## src/rtl/dcpp_pkg.sv

```systemverilog
`timescale 1ns / 1ps

package dcpp_pkg;

    localparam int unsigned SLOW_W = 24;
    localparam int unsigned RATE_W = 40;
    localparam int unsigned DEN_W  = 25;
    localparam int unsigned PROD_W = 39;
    localparam int unsigned CNT_W  = 6;

    localparam logic [1:0] MODE_NORMAL = 2'd0;
    localparam logic [1:0] MODE_INC    = 2'd1;
    localparam logic [1:0] MODE_DEC    = 2'd2;

    localparam logic [2:0] CFG_BACKOFF_UNIT = 3'd0;
    localparam logic [2:0] CFG_DIVISOR      = 3'd1;
    localparam logic [2:0] CFG_MIN_WINDOW   = 3'd2;
    localparam logic [2:0] CFG_THRESHOLD    = 3'd3;
    localparam logic [2:0] CFG_RANDOMIZE    = 3'd4;
    localparam logic [2:0] CFG_INITIAL_RATE = 3'd5;

    localparam logic [SLOW_W-1:0] SLOW_MAX   = 24'hFFFFFF;
    localparam logic [22:0]       RATE_SCALE = 23'd8000000;

    localparam logic [CNT_W-1:0] STEPS_SLOW = 6'd24;
    localparam logic [CNT_W-1:0] STEPS_RATE = 6'd40;

    typedef struct packed {
        logic [23:0] rtt_us;
        logic        ce_mark;
        logic [31:0] high_mark;
        logic [31:0] next_seq;
        logic [31:0] window;
        logic [15:0] segment_bytes;
        logic [15:0] backoff_draw;
    } t_req;

    typedef struct packed {
        logic        updated;
        logic [1:0]  mode;
        logic [23:0] slow_us;
        logic        pacing_on;
        logic [39:0] pacing_rate;
    } t_rsp;

    typedef struct packed {
        logic              start;
        logic [CNT_W-1:0]  steps;
        logic [RATE_W-1:0] dividend;
        logic [DEN_W-1:0]  divisor;
    } t_div_req;

    typedef struct packed {
        logic              done;
        logic [RATE_W-1:0] quotient;
    } t_div_rsp;

endpackage

```

## src/rtl/dcpp_req_if.sv

```systemverilog
`timescale 1ns / 1ps

interface dcpp_req_if;
    logic            valid;
    logic            ready;
    dcpp_pkg::t_req  data;

    modport source (output valid, output data, input ready);
    modport sink (input valid, input data, output ready);
endinterface

```

## src/rtl/dcpp_rsp_if.sv

```systemverilog
`timescale 1ns / 1ps

interface dcpp_rsp_if;
    logic            valid;
    logic            ready;
    dcpp_pkg::t_rsp  data;

    modport source (output valid, output data, input ready);
    modport sink (input valid, input data, output ready);
endinterface

```

## src/rtl/dcpp_div.sv

```systemverilog
`timescale 1ns / 1ps

module dcpp_div (
    input  logic                i_clk,
    input  logic                i_rst_n,
    input  dcpp_pkg::t_div_req  i_req,
    output dcpp_pkg::t_div_rsp  o_rsp
);

    logic [dcpp_pkg::RATE_W-1:0] r_q;
    logic [dcpp_pkg::DEN_W-1:0]  r_rem;
    logic [dcpp_pkg::DEN_W-1:0]  r_d;
    logic [dcpp_pkg::CNT_W-1:0]  r_cnt;
    logic                        r_busy;
    logic                        r_done;

    logic [dcpp_pkg::DEN_W:0]    shifted;
    logic [dcpp_pkg::DEN_W+1:0]  diff;
    logic                        borrow;

    assign shifted = {r_rem, r_q[dcpp_pkg::RATE_W-1]};
    assign diff    = {1'b0, shifted} - {2'b00, r_d};
    assign borrow  = diff[dcpp_pkg::DEN_W+1];

    always_ff @(posedge i_clk) begin
        if (!i_rst_n) begin
            r_busy <= 1'b0;
            r_done <= 1'b0;
        end else begin
            if (i_req.start) begin
                r_q    <= i_req.dividend;
                r_rem  <= '0;
                r_d    <= i_req.divisor;
                r_cnt  <= i_req.steps;
                r_busy <= 1'b1;
                r_done <= 1'b0;
            end else if (r_busy) begin
                r_q    <= {r_q[dcpp_pkg::RATE_W-2:0], ~borrow};
                r_rem  <= borrow ? shifted[dcpp_pkg::DEN_W-1:0] : diff[dcpp_pkg::DEN_W-1:0];
                r_cnt  <= r_cnt - 6'd1;
                r_busy <= r_cnt != 6'd1;
                r_done <= r_cnt == 6'd1;
            end else begin
                r_done <= 1'b0;
            end
        end
    end

    assign o_rsp.done     = r_done;
    assign o_rsp.quotient = r_q;

endmodule

```

## src/rtl/dctcp_plus_pacing_state_machine.sv

```systemverilog
`timescale 1ns / 1ps

// Backoff and pacing state machine for a congestion controller.
// Each request on i_req carries one acknowledgement event; each event yields
// exactly one response on o_rsp with the mode, slow time and pacing rate.
// Both channels use a valid/ready handshake. Configuration is written through
// i_cfg_we, i_cfg_idx and i_cfg_data; the user must write it only while no
// event is in flight, as the block itself does not enforce this.
// An event with a zero round-trip time goes from idle straight to the output
// state, and one that ends in normal mode passes the preparation state first.
// Other events run through one shared restoring divider: 40 steps for the
// rate, preceded by 24 steps when the slow time is divided. i_req.ready is
// high only between events, so a new request is not taken before the
// response of the previous event has been registered.
// Reset puts the mode in normal, the slow time at one, the rate at zero and
// pacing off, and loads the default register values.
// A finished response waits in the output register while the receiver
// stalls; the next request is taken meanwhile, but its response waits
// until the previous one has been taken.
module dctcp_plus_pacing_state_machine (
    input  logic              i_clk,
    input  logic              i_rst_n,
    input  logic              i_cfg_we,
    input  logic [2:0]        i_cfg_idx,
    input  logic [39:0]       i_cfg_data,
    dcpp_req_if.sink          i_req,
    dcpp_rsp_if.source        o_rsp
);

    typedef enum logic [2:0] {
        S_IDLE,
        S_SHRINK,
        S_PREP,
        S_RATE_WAIT,
        S_OUT
    } t_state;

    t_state r_state;

    logic [15:0] r_backoff_unit;
    logic [7:0]  r_divisor;
    logic [31:0] r_min_window;
    logic [23:0] r_threshold;
    logic        r_randomize;
    logic [39:0] r_initial_rate;

    logic [1:0]  r_mode;
    logic [23:0] r_slow;
    logic [39:0] r_rate;
    logic        r_pacing;
    logic        r_upd;
    logic [23:0] r_rtt;
    logic [15:0] r_seg;

    dcpp_pkg::t_rsp r_out;
    logic           r_out_valid;

    dcpp_pkg::t_div_req div_req;
    dcpp_pkg::t_div_rsp div_rsp;

    logic        accept;
    logic        has_rtt;
    logic [31:0] seq_diff;
    logic        cong;
    logic [15:0] backoff;
    logic [24:0] add_sum;
    logic [23:0] add_sat;
    logic [24:0] shrink_sum;
    logic [23:0] shrink_sat;
    logic        need_shrink;
    logic [1:0]  n_mode;
    logic [23:0] n_slow;
    logic [7:0]  div_eff;
    logic [38:0] prod;
    logic [24:0] den;

    assign accept   = i_req.valid && i_req.ready;
    assign has_rtt  = i_req.data.rtt_us != '0;
    assign seq_diff = i_req.data.high_mark - i_req.data.next_seq;
    assign cong     = i_req.data.ce_mark || !seq_diff[31];
    assign backoff  = r_randomize ? i_req.data.backoff_draw : r_backoff_unit;
    assign add_sum  = {1'b0, r_slow} + {9'd0, backoff};
    assign add_sat  = add_sum[24] ? dcpp_pkg::SLOW_MAX : add_sum[23:0];

    assign shrink_sum = {1'b0, div_rsp.quotient[23:0]} + 25'd1;
    assign shrink_sat = shrink_sum[24] ? dcpp_pkg::SLOW_MAX : shrink_sum[23:0];

    assign div_eff = (r_divisor == '0) ? 8'd1 : r_divisor;
    assign prod    = 39'(dcpp_pkg::RATE_SCALE) * 39'(r_seg);
    assign den     = {1'b0, r_rtt} + {1'b0, r_slow};

    always_comb begin
        n_mode      = r_mode;
        n_slow      = r_slow;
        need_shrink = 1'b0;
        case (r_mode)
            dcpp_pkg::MODE_INC: begin
                if (cong) begin
                    n_slow = add_sat;
                end else begin
                    n_mode      = dcpp_pkg::MODE_DEC;
                    need_shrink = 1'b1;
                end
            end
            dcpp_pkg::MODE_DEC: begin
                if (cong) begin
                    n_mode = dcpp_pkg::MODE_INC;
                    n_slow = add_sat;
                end else if (r_slow > r_threshold) begin
                    need_shrink = 1'b1;
                end else begin
                    n_mode = dcpp_pkg::MODE_NORMAL;
                end
            end
            default: begin
                n_mode = dcpp_pkg::MODE_NORMAL;
                if (i_req.data.window == r_min_window && cong) begin
                    n_mode = dcpp_pkg::MODE_INC;
                    n_slow = {8'd0, backoff};
                end
            end
        endcase
    end

    always_comb begin
        if (r_state == S_PREP) begin
            div_req.start    = r_mode != dcpp_pkg::MODE_NORMAL;
            div_req.steps    = dcpp_pkg::STEPS_RATE;
            div_req.dividend = {1'b0, prod};
            div_req.divisor  = den;
        end else begin
            div_req.start    = accept && has_rtt && need_shrink;
            div_req.steps    = dcpp_pkg::STEPS_SLOW;
            div_req.dividend = {r_slow, 16'd0};
            div_req.divisor  = {17'd0, div_eff};
        end
    end

    dcpp_div u_div (
        .i_clk   (i_clk),
        .i_rst_n (i_rst_n),
        .i_req   (div_req),
        .o_rsp   (div_rsp)
    );

    always_ff @(posedge i_clk) begin
        if (!i_rst_n) begin
            r_state        <= S_IDLE;
            r_backoff_unit <= 16'd100;
            r_divisor      <= 8'd2;
            r_min_window   <= 32'd1448;
            r_threshold    <= 24'd2;
            r_randomize    <= 1'b1;
            r_initial_rate <= '0;
            r_mode         <= dcpp_pkg::MODE_NORMAL;
            r_slow         <= 24'd1;
            r_rate         <= '0;
            r_pacing       <= 1'b0;
            r_upd          <= 1'b0;
            r_out_valid    <= 1'b0;
        end else begin
            if (i_cfg_we) begin
                case (i_cfg_idx)
                    dcpp_pkg::CFG_BACKOFF_UNIT: r_backoff_unit <= i_cfg_data[15:0];
                    dcpp_pkg::CFG_DIVISOR:      r_divisor      <= i_cfg_data[7:0];
                    dcpp_pkg::CFG_MIN_WINDOW:   r_min_window   <= i_cfg_data[31:0];
                    dcpp_pkg::CFG_THRESHOLD:    r_threshold    <= i_cfg_data[23:0];
                    dcpp_pkg::CFG_RANDOMIZE:    r_randomize    <= i_cfg_data[0];
                    dcpp_pkg::CFG_INITIAL_RATE: r_initial_rate <= i_cfg_data;
                    default: ;
                endcase
            end

            if (r_out_valid && o_rsp.ready && r_state != S_OUT) begin
                r_out_valid <= 1'b0;
            end

            case (r_state)
                S_IDLE: begin
                    if (accept) begin
                        r_rtt <= i_req.data.rtt_us;
                        r_seg <= i_req.data.segment_bytes;
                        if (has_rtt) begin
                            r_mode   <= n_mode;
                            r_slow   <= n_slow;
                            r_upd    <= 1'b1;
                            r_pacing <= 1'b1;
                            r_state  <= need_shrink ? S_SHRINK : S_PREP;
                        end else begin
                            r_upd   <= 1'b0;
                            r_state <= S_OUT;
                        end
                    end
                end
                S_SHRINK: begin
                    if (div_rsp.done) begin
                        r_slow  <= shrink_sat;
                        r_state <= S_PREP;
                    end
                end
                S_PREP: begin
                    if (r_mode == dcpp_pkg::MODE_NORMAL) begin
                        r_rate  <= r_initial_rate;
                        r_state <= S_OUT;
                    end else begin
                        r_state <= S_RATE_WAIT;
                    end
                end
                S_RATE_WAIT: begin
                    if (div_rsp.done) begin
                        r_rate  <= (div_rsp.quotient == '0) ? 40'd1 : div_rsp.quotient;
                        r_state <= S_OUT;
                    end
                end
                S_OUT: begin
                    if (!r_out_valid || o_rsp.ready) begin
                        r_out.updated     <= r_upd;
                        r_out.mode        <= r_mode;
                        r_out.slow_us     <= r_slow;
                        r_out.pacing_on   <= r_pacing;
                        r_out.pacing_rate <= r_rate;
                        r_out_valid       <= 1'b1;
                        r_state           <= S_IDLE;
                    end
                end
                default: begin
                    r_state <= S_IDLE;
                end
            endcase
        end
    end

    assign i_req.ready = r_state == S_IDLE;
    assign o_rsp.valid = r_out_valid;
    assign o_rsp.data  = r_out;

    a_div_done_waited: assert property (@(posedge i_clk) disable iff (!i_rst_n)
        div_rsp.done |-> (r_state == S_SHRINK || r_state == S_RATE_WAIT))
        else $error("divider finished outside a wait state");

    a_mode_code: assert property (@(posedge i_clk) disable iff (!i_rst_n)
        !(r_mode[1] && r_mode[0]))
        else $error("mode register holds an unused code");

    a_rate_nonzero: assert property (@(posedge i_clk) disable iff (!i_rst_n)
        (o_rsp.valid && o_rsp.data.mode != dcpp_pkg::MODE_NORMAL)
            |-> (o_rsp.data.pacing_rate != '0 && o_rsp.data.pacing_on))
        else $error("backoff mode reported with zero rate or pacing off");

    a_updated_pacing: assert property (@(posedge i_clk) disable iff (!i_rst_n)
        (o_rsp.valid && o_rsp.data.updated) |-> o_rsp.data.pacing_on)
        else $error("updated response without pacing enabled");

endmodule
```

## src/flat_wrapper.sv

```systemverilog
// flat-port wrapper written by rule: the top's interface ports become plain ports
module dctcp_plus_pacing_state_machine_flat 
  (i_clk, i_rst_n, i_cfg_we, i_cfg_idx, i_cfg_data, i_req_valid, i_req_data, i_req_ready, o_rsp_valid, o_rsp_data, o_rsp_ready);
  dcpp_req_if i_req_i ();
  dcpp_rsp_if o_rsp_i ();
  input  logic i_clk;
  input  logic i_rst_n;
  input  logic i_cfg_we;
  input  logic [2:0] i_cfg_idx;
  input  logic [39:0] i_cfg_data;
  input wire logic [$bits(i_req_i.valid)-1:0] i_req_valid;
  input wire logic [$bits(i_req_i.data)-1:0] i_req_data;
  output wire logic [$bits(i_req_i.ready)-1:0] i_req_ready;
  output wire logic [$bits(o_rsp_i.valid)-1:0] o_rsp_valid;
  output wire logic [$bits(o_rsp_i.data)-1:0] o_rsp_data;
  input wire logic [$bits(o_rsp_i.ready)-1:0] o_rsp_ready;
  assign i_req_i.valid = i_req_valid;
  assign i_req_i.data = i_req_data;
  assign i_req_ready = i_req_i.ready;
  assign o_rsp_valid = o_rsp_i.valid;
  assign o_rsp_data = o_rsp_i.data;
  assign o_rsp_i.ready = o_rsp_ready;
  dctcp_plus_pacing_state_machine u_core (.i_clk(i_clk), .i_rst_n(i_rst_n), .i_cfg_we(i_cfg_we), .i_cfg_idx(i_cfg_idx), .i_cfg_data(i_cfg_data), .i_req(i_req_i), .o_rsp(o_rsp_i));
endmodule
```

## config.mk

```make
export PLATFORM = sky130hd
export DESIGN_NAME = dctcp_plus_pacing_state_machine_flat
export DESIGN_NICKNAME = d
export VERILOG_FILES = /design/src/rtl/dcpp_pkg.sv /design/src/rtl/dcpp_req_if.sv /design/src/rtl/dcpp_rsp_if.sv /design/src/rtl/dcpp_div.sv /design/src/rtl/dctcp_plus_pacing_state_machine.sv /design/src/flat_wrapper.sv
export SDC_FILE = /design/constraint.sdc
export NUM_CORES = 1
export LEC_CHECK = 0
export CAP_MARGIN = 20
export CORE_MARGIN = 2
export CORE_UTILIZATION = 37
export CTS_CLUSTER_SIZE = 28
export DETAILED_ROUTE_END_ITERATION = 8
export DONT_BUFFER_PORTS = 1
export SLEW_MARGIN = 40
export SYNTH_ARGS = -nofsm -noshare
export SYNTH_HDL_FRONTEND = slang
export SYNTH_SLANG_ARGS = --single-unit
```

## constraint.sdc

```tcl
create_clock -name i_clk -period 11.3 [get_ports i_clk]
set_input_delay 2.26 -clock i_clk [delete_from_list [all_inputs] [get_ports i_clk]]
set_output_delay 2.26 -clock i_clk [all_outputs]
set_load 0.1 [all_outputs]
```

Yosys cells after proc, flatten, opt, wreduce, memory -nomap -nowiden
Cells that the tools add are included.
{ "word_totals": {"regBits": 399, "wordCells": 146} }
{ "op_classes": {"addsub": 6, "n_mul": 1, "n_lt_le_gt_ge": 1, "n_eq_ne": 25, "muxes": 45, "bitwise": 3, "n_reduce_logical": 38} }
{ "ops": {"columns": ["op", "count"], "rows": [
  ["40-bit 2-to-1 mux", 5],
  ["24-bit 2-to-1 mux", 8],
  ["40-bit case mux with 2 select lines", 1],
  ["72-bit 2-to-1 mux", 1],
  ["25-bit 2-to-1 mux", 2],
  ["24-bit case mux with 2 select lines", 1],
  ["40-bit zero test", 1],
  ["32-bit == test", 1],
  ["32-bit subtractor", 1],
  ["14-bit by 16-bit multiplier with 30-bit output (first input constant)", 1],
  ["26-bit by 25-bit subtractor with 27-bit output", 1],
  ["24-bit by 1-bit adder with 25-bit output (second input constant)", 1],
  ["24-bit by 16-bit adder with 25-bit output", 1],
  ["24-bit by 24-bit adder with 25-bit output", 1],
  ["24-bit > comparator", 1],
  ["24-bit nonzero test", 1],
  ["3-bit 2-to-1 mux", 6],
  ["2-bit AND reduction", 9],
  ["16-bit 2-to-1 mux", 1],
  ["3-bit case mux with 5 select lines", 1],
  ["3-bit by 2-bit == test with 1-bit output (second input constant)", 4],
  ["6-bit 2-to-1 mux", 2],
  ["2-bit != test (second input constant)", 6],
  ["3-bit AND reduction", 4],
  ["28 further kinds", 58]
]} }

Depth between registers and ports, before layout
{ "depth": {"depth_word": 9, "mapped_depth": 20, "depth_no_buf": 20} }

By module
A second synthesis with hierarchy kept.
{ "hier_totals": {"cells_unflattened": 2609, "area_unflattened_um2": 24703.7} }
{ "modules_own_cells": {"columns": ["module", "instances", "cells_each", "area_per_inst_um2", "seq_area_each_um2"], "rows": [
  ["dctcp_plus_pacing_state_machine", 1, 2158, 19348.6, 7106.8],
  ["dcpp_div", 1, 451, 5355.1, 2922.8]
]} }

Worst setup path after synthesis
Ideal clock, no wire load.
{ "synth_timing": {"kind": "input -> register", "start": "input port i_rst_n", "end": "register u_core.r_out (netlist bit u_core.o_rsp.data[0]) (enable)", "t_arrival_ps": 7940, "slack_ps": 2768, "cell_stages": 4, "cell_sequence": "clkbuf_1 > clkinv_1 > clkbuf_1 > nor3b_1"} }
{ "synth_between": {"elab_chain_cells": 1} }
{ "synth_rtl": {"columns": ["item", "line_no", "text"], "rows": [
  ["from (decl)", "flat_wrapper.sv:7", "input logic i_rst_n;"],
  ["3-bit AND reduction (no source line)", null, null],
  ["to (decl)", "dctcp_plus_pacing_state_machine.sv:55", "dcpp_pkg::t_rsp r_out;"]
]} }
Every way passes these cells.
A chain may end at the register's enable or synchronous reset.

Final worst setup path
{ "layout_timing": {"start": "input port i_req_data[66]", "end": "register u_core.u_div.r_q[14] (netlist name) (enable)"} }
{ "layout_between": {"elab_chain_cells": 9, "elab_cells_between_ends": 10} }
{ "layout_rtl": {"columns": ["item", "line_no", "text"], "rows": [
  ["from (decl)", "flat_wrapper.sv:12", "input wire logic [$bits(i_req_i.data)-1:0] i_req_data;"],
  ["32-bit subtractor *", "dctcp_plus_pacing_state_machine.sv:79", "assign seq_diff = i_req.data.high_mark - i_req.data.next_seq;"],
  ["1-bit zero test *", "dctcp_plus_pacing_state_machine.sv:80", "assign cong = i_req.data.ce_mark || !seq_diff[31];"],
  ["1-bit logical OR *", "dctcp_plus_pacing_state_machine.sv:80", null],
  ["1-bit 2-to-1 mux, on equally long branches", "dctcp_plus_pacing_state_machine.sv:106, dctcp_plus_pacing_state_machine.sv:98", null],
  ["1-bit case mux with 2 select lines *", "dctcp_plus_pacing_state_machine.sv:96", "case (r_mode)"],
  ["1-bit logical AND *", "dctcp_plus_pacing_state_machine.sv:132", "div_req.start = accept && has_rtt && need_shrink;"],
  ["72-bit 2-to-1 mux *", "dctcp_plus_pacing_state_machine.sv:126", "if (r_state == S_PREP) begin"],
  ["2-bit nonzero test (no source line) *", null, null],
  ["2-bit AND reduction (no source line) *", null, null],
  ["to (signal assigned)", "dcpp_div.sv:31", "r_q <= i_req.dividend;"],
  ["to (signal assigned)", "dcpp_div.sv:38", "r_q <= {r_q[dcpp_pkg::RATE_W-2:0], ~borrow};"],
  ["to (decl)", "dcpp_div.sv:10", "logic [dcpp_pkg::RATE_W-1:0] r_q;"]
]} }
Mark *: on every way between the ends. The rest lies on a longest branch, timed or not.

==> impl_results.md <==
- Die height: 260.3 microns
- RSZ-0062 raised after global routing: no
- Clk root buf: clkbuf_16
- Clk buf depth: 3
- Uppermost layer routed: met5
- YS warnings: 0
- Crit path capture type: flip-flop
- Async set-reset flop share out of synthesis: 0
- WL final: 76790 microns
- Hpwl dp: 57950 microns
- Most common cell in the netlist: nand2_1
- Finished Cell Area: 28250 sq um
- Resize count post-CTS: 0
- Critical Path RT: 11.50 ns
- Clk_skew: 0.05252 ns
- Wl on met1: 32010 microns
- Final Cycle Share: 0.5339
- CP arrival: 6.24 ns
- Worst-Skew Late Latency: 0.62 ns
- I/O pins: 271
- Setup TNS: 0 ns
- # rows: 93
- Reg clk slew, reported paths: 0.06 ns
- WL met3: 5699 microns
- Tmin final: 6.033 ns
- TritonCTS buffer count: 46
- Status: finished clean
- Critical Path Start Type: primary input
- CP startpoint: i_req_data[66]
- Max-Cap Viols: 0
- CTS H-tree depth: 2
- Vias per inst: 5.620
- CTS tree: yes
- Syn Inst Count: 2544
- Drt drc: 0
- Remaining antenna violation count: 0
- Ranking of synthesized cells by area: edfxtp_1 25%, dfxtp_1 16%, ha_1 12%
- IO Port Bufs: 0
- Total GRT Usage: 0.2224
- FMAX: 165.8 MHz
- Die area: 67760 sq um
- #FFs+latches synth: 399
- Top_reg_cell synth: edfxtp_1
- Syn-to-layout area delta: 16.24%
- Pin count of the biggest net entering global routing: 90
- Clock sink total: 399
- Mapped Nets: 3034
- Largest area contributor in the netlist: edfxtp_1
- Hold_buf cts: 0
- Die X: 260.3 microns
- DRT iter0 DRCs: 1724
- Postcts setup bufs: 0
- Fin nets: 3065
- Crit path kind: primary input to flip-flop
- R2r startpoint: u_core.r_seg[2]
- Starting Density: 0.3757
- Post-synth EDFFs: 204
- Final slew viol count: 0
- Pleak: 11.40 nW
- Most frequent cells after synthesis: 348 x nand2_1, 231 x ha_1, 207 x inv_1
- Met2 Wirelength: 35500 microns
- R2r endpoint: u_core.u_div.r_q[29]
- R2r setup slk: 5.28 ns
- Peak supply drop: 0.0001084 V
- Hold Crit Class: flip-flop to flip-flop
- Core area: 64700 sq um
- First-pass GRT wire length: 115200 microns
- DR vias: 19520
- Rel. slew slack: 0.3714
- Area share of the largest cell type after synthesis: 0.2520
- Grt ovf: 0
- Worst-path maximum fanout: 71
- Number of global-route vias before repair: 19290
- Initial antenna violation count: 14
- Share of cells above drive strength 1: 0.08346
- Final setup viols: 0
- Yosys cell types: 81
- Dpl cell area: 26500 sq um
- Worst-Margin Slew: 0.9409 ns
- WL/cell: 22.10 microns
- Sequential area share after synthesis: 0.4126
- Crit path capture: u_core.u_div.r_q[14]
- DRT Pass-1 Iters: 5
- Fin. Hold Viols: 0
- R2R cell count: 20
- P per Cell Area: 161.7 nW/um^2
- Mean post-synth cell area: 9.555 sq um
- Mapped Area: 24310 sq um
- RePlAce Congestion: 0.9438
-- how the worst min path moves through the flow --
| stage | start | slack (ns) | endpoint | depth (start not counted) |
|---|---|---|---|---|
| after floorplan | u_core.r_rate[0] | 0.41 | u_core.o_rsp.data[0] | 0 |
| after global placement | u_core.r_rate[24] | 0.42 | u_core.o_rsp.data[24] | 0 |
| after detailed placement | u_core.r_rate[22] | 0.42 | u_core.o_rsp.data[22] | 0 |
| after CTS | u_core.r_rate[24] | 0.43 | u_core.o_rsp.data[24] | 0 |
| after global routing | u_core.r_rate[24] | 0.44 | u_core.o_rsp.data[24] | 0 |
| final | u_core.r_rate[22] | 0.43 | u_core.o_rsp.data[22] | 0 |
-- sequential cells by signal, indices dropped and copies added, names as in the netlist, 2 cells and up --
name,cells
u_core.r_rtt,24
u_core.r_backoff_unit,16
u_core.r_min_window,32
u_core.r_threshold,24
u_core.r_initial_rate,40
u_core.r_mode,2
u_core.r_rate,40
u_core.u_div.r_rem,25
u_core.u_div.r_cnt,6
u_core.u_div.r_d,25
u_core.o_rsp.data,68
u_core.r_divisor,8
u_core.r_state,3
u_core.r_slow,24
u_core.u_div.r_q,40
u_core.r_seg,16
-- area by class of cell --
| class | count | area [sq um] |
|---|---|---|
| multi-input cells | 1835 | 13150 |
| inverters | 208 | 785.8 |
| flip-flops and latches | 399 | 10030 |
| repair buffers | 85 | 1541 |
| diodes | 7 | 17.52 |
| clock inverters | 33 | 427.9 |
| well taps | 855 | 1070 |
| clock buffers | 52 | 1236 |
| fillers | 6143 | 36440 |
-- metal layers --
| metal | track usage | vias to the layer above |
|---|---|---|
| met4 | 0.1025 | 10 |
| met5 | 0 | - |
| met1 | 0.2857 | 9463 |
| met3 | 0.04526 | 188 |
| li1 | - | 9130 |
| met2 | 0.3599 | 733 |
-- report_power, final --
group | leakage (nW) | switching [W] | internal (W)
Clock | 0.807 | 0.000666 | 0.000963
Combinational | 7.15 | 0.000762 | 0.000556
Sequential | 3.45 | 0.0000537 | 0.00157
-- cells by family (layout without fill, tap and decap cells) --
kind of cell	count (synthesis)	count (layout)	share of synthesized area
xor gates and xnor gates	123	123	0.04432
adders and majority gates	289	289	0.1667
and+or+nand+nor	782	782	0.1444
DFF	399	399	0.4126
muxes	51	51	0.02193
AOI/OAI and AO/OA	590	590	0.1608
other	0	7	0
buffers and inverters	310	378	0.04921
-- critical path: stages --
cell,delay (ns)
inv_1,0.02
ha_1,0.28
nand2_1,0.05
o21ai_1,0.12
a41oi_1,0.15
o41ai_1,0.77
a31o_1,0.33
a21o_1,0.34
and2_1,0.19
buf_4,0.33
nand2b_1,0.16
buf_4,0.38
o21a_2,0.19
buf_6,0.53
-- placed cells by master, fill, tap and decap left out, types with 58 or more instances in the layout --
cell        n
fa_1       58
ha_1      231
a21oi_1   196
nand2_1   348
xnor2_1    86
nor2_1    175
edfxtp_1  204
o21ai_0    77
inv_1     207
dfxtp_1   194
-- per-stage QoR --
step | utilization | worst slack [ns] | total power (W) | hold WS, ns | cells
detailed placement | 0.4096 | 4.744 | 0.002955 | 0.4202 | 3379
global route | 0.4367 | 4.815 | 0.004843 | 0.4436 | 3473
global placement | 0.3913 | 4.704 | 0.002921 | 0.4176 | 3336
CTS | 0.4353 | 5.261 | 0.004600 | 0.4253 | 3464
floorplan | - | 2.768 | 0.002646 | 0.4076 | 2544
finish | 0.4367 | 5.267 | 0.004570 | 0.4333 | 3474
(Power assumes the default switching activity.)
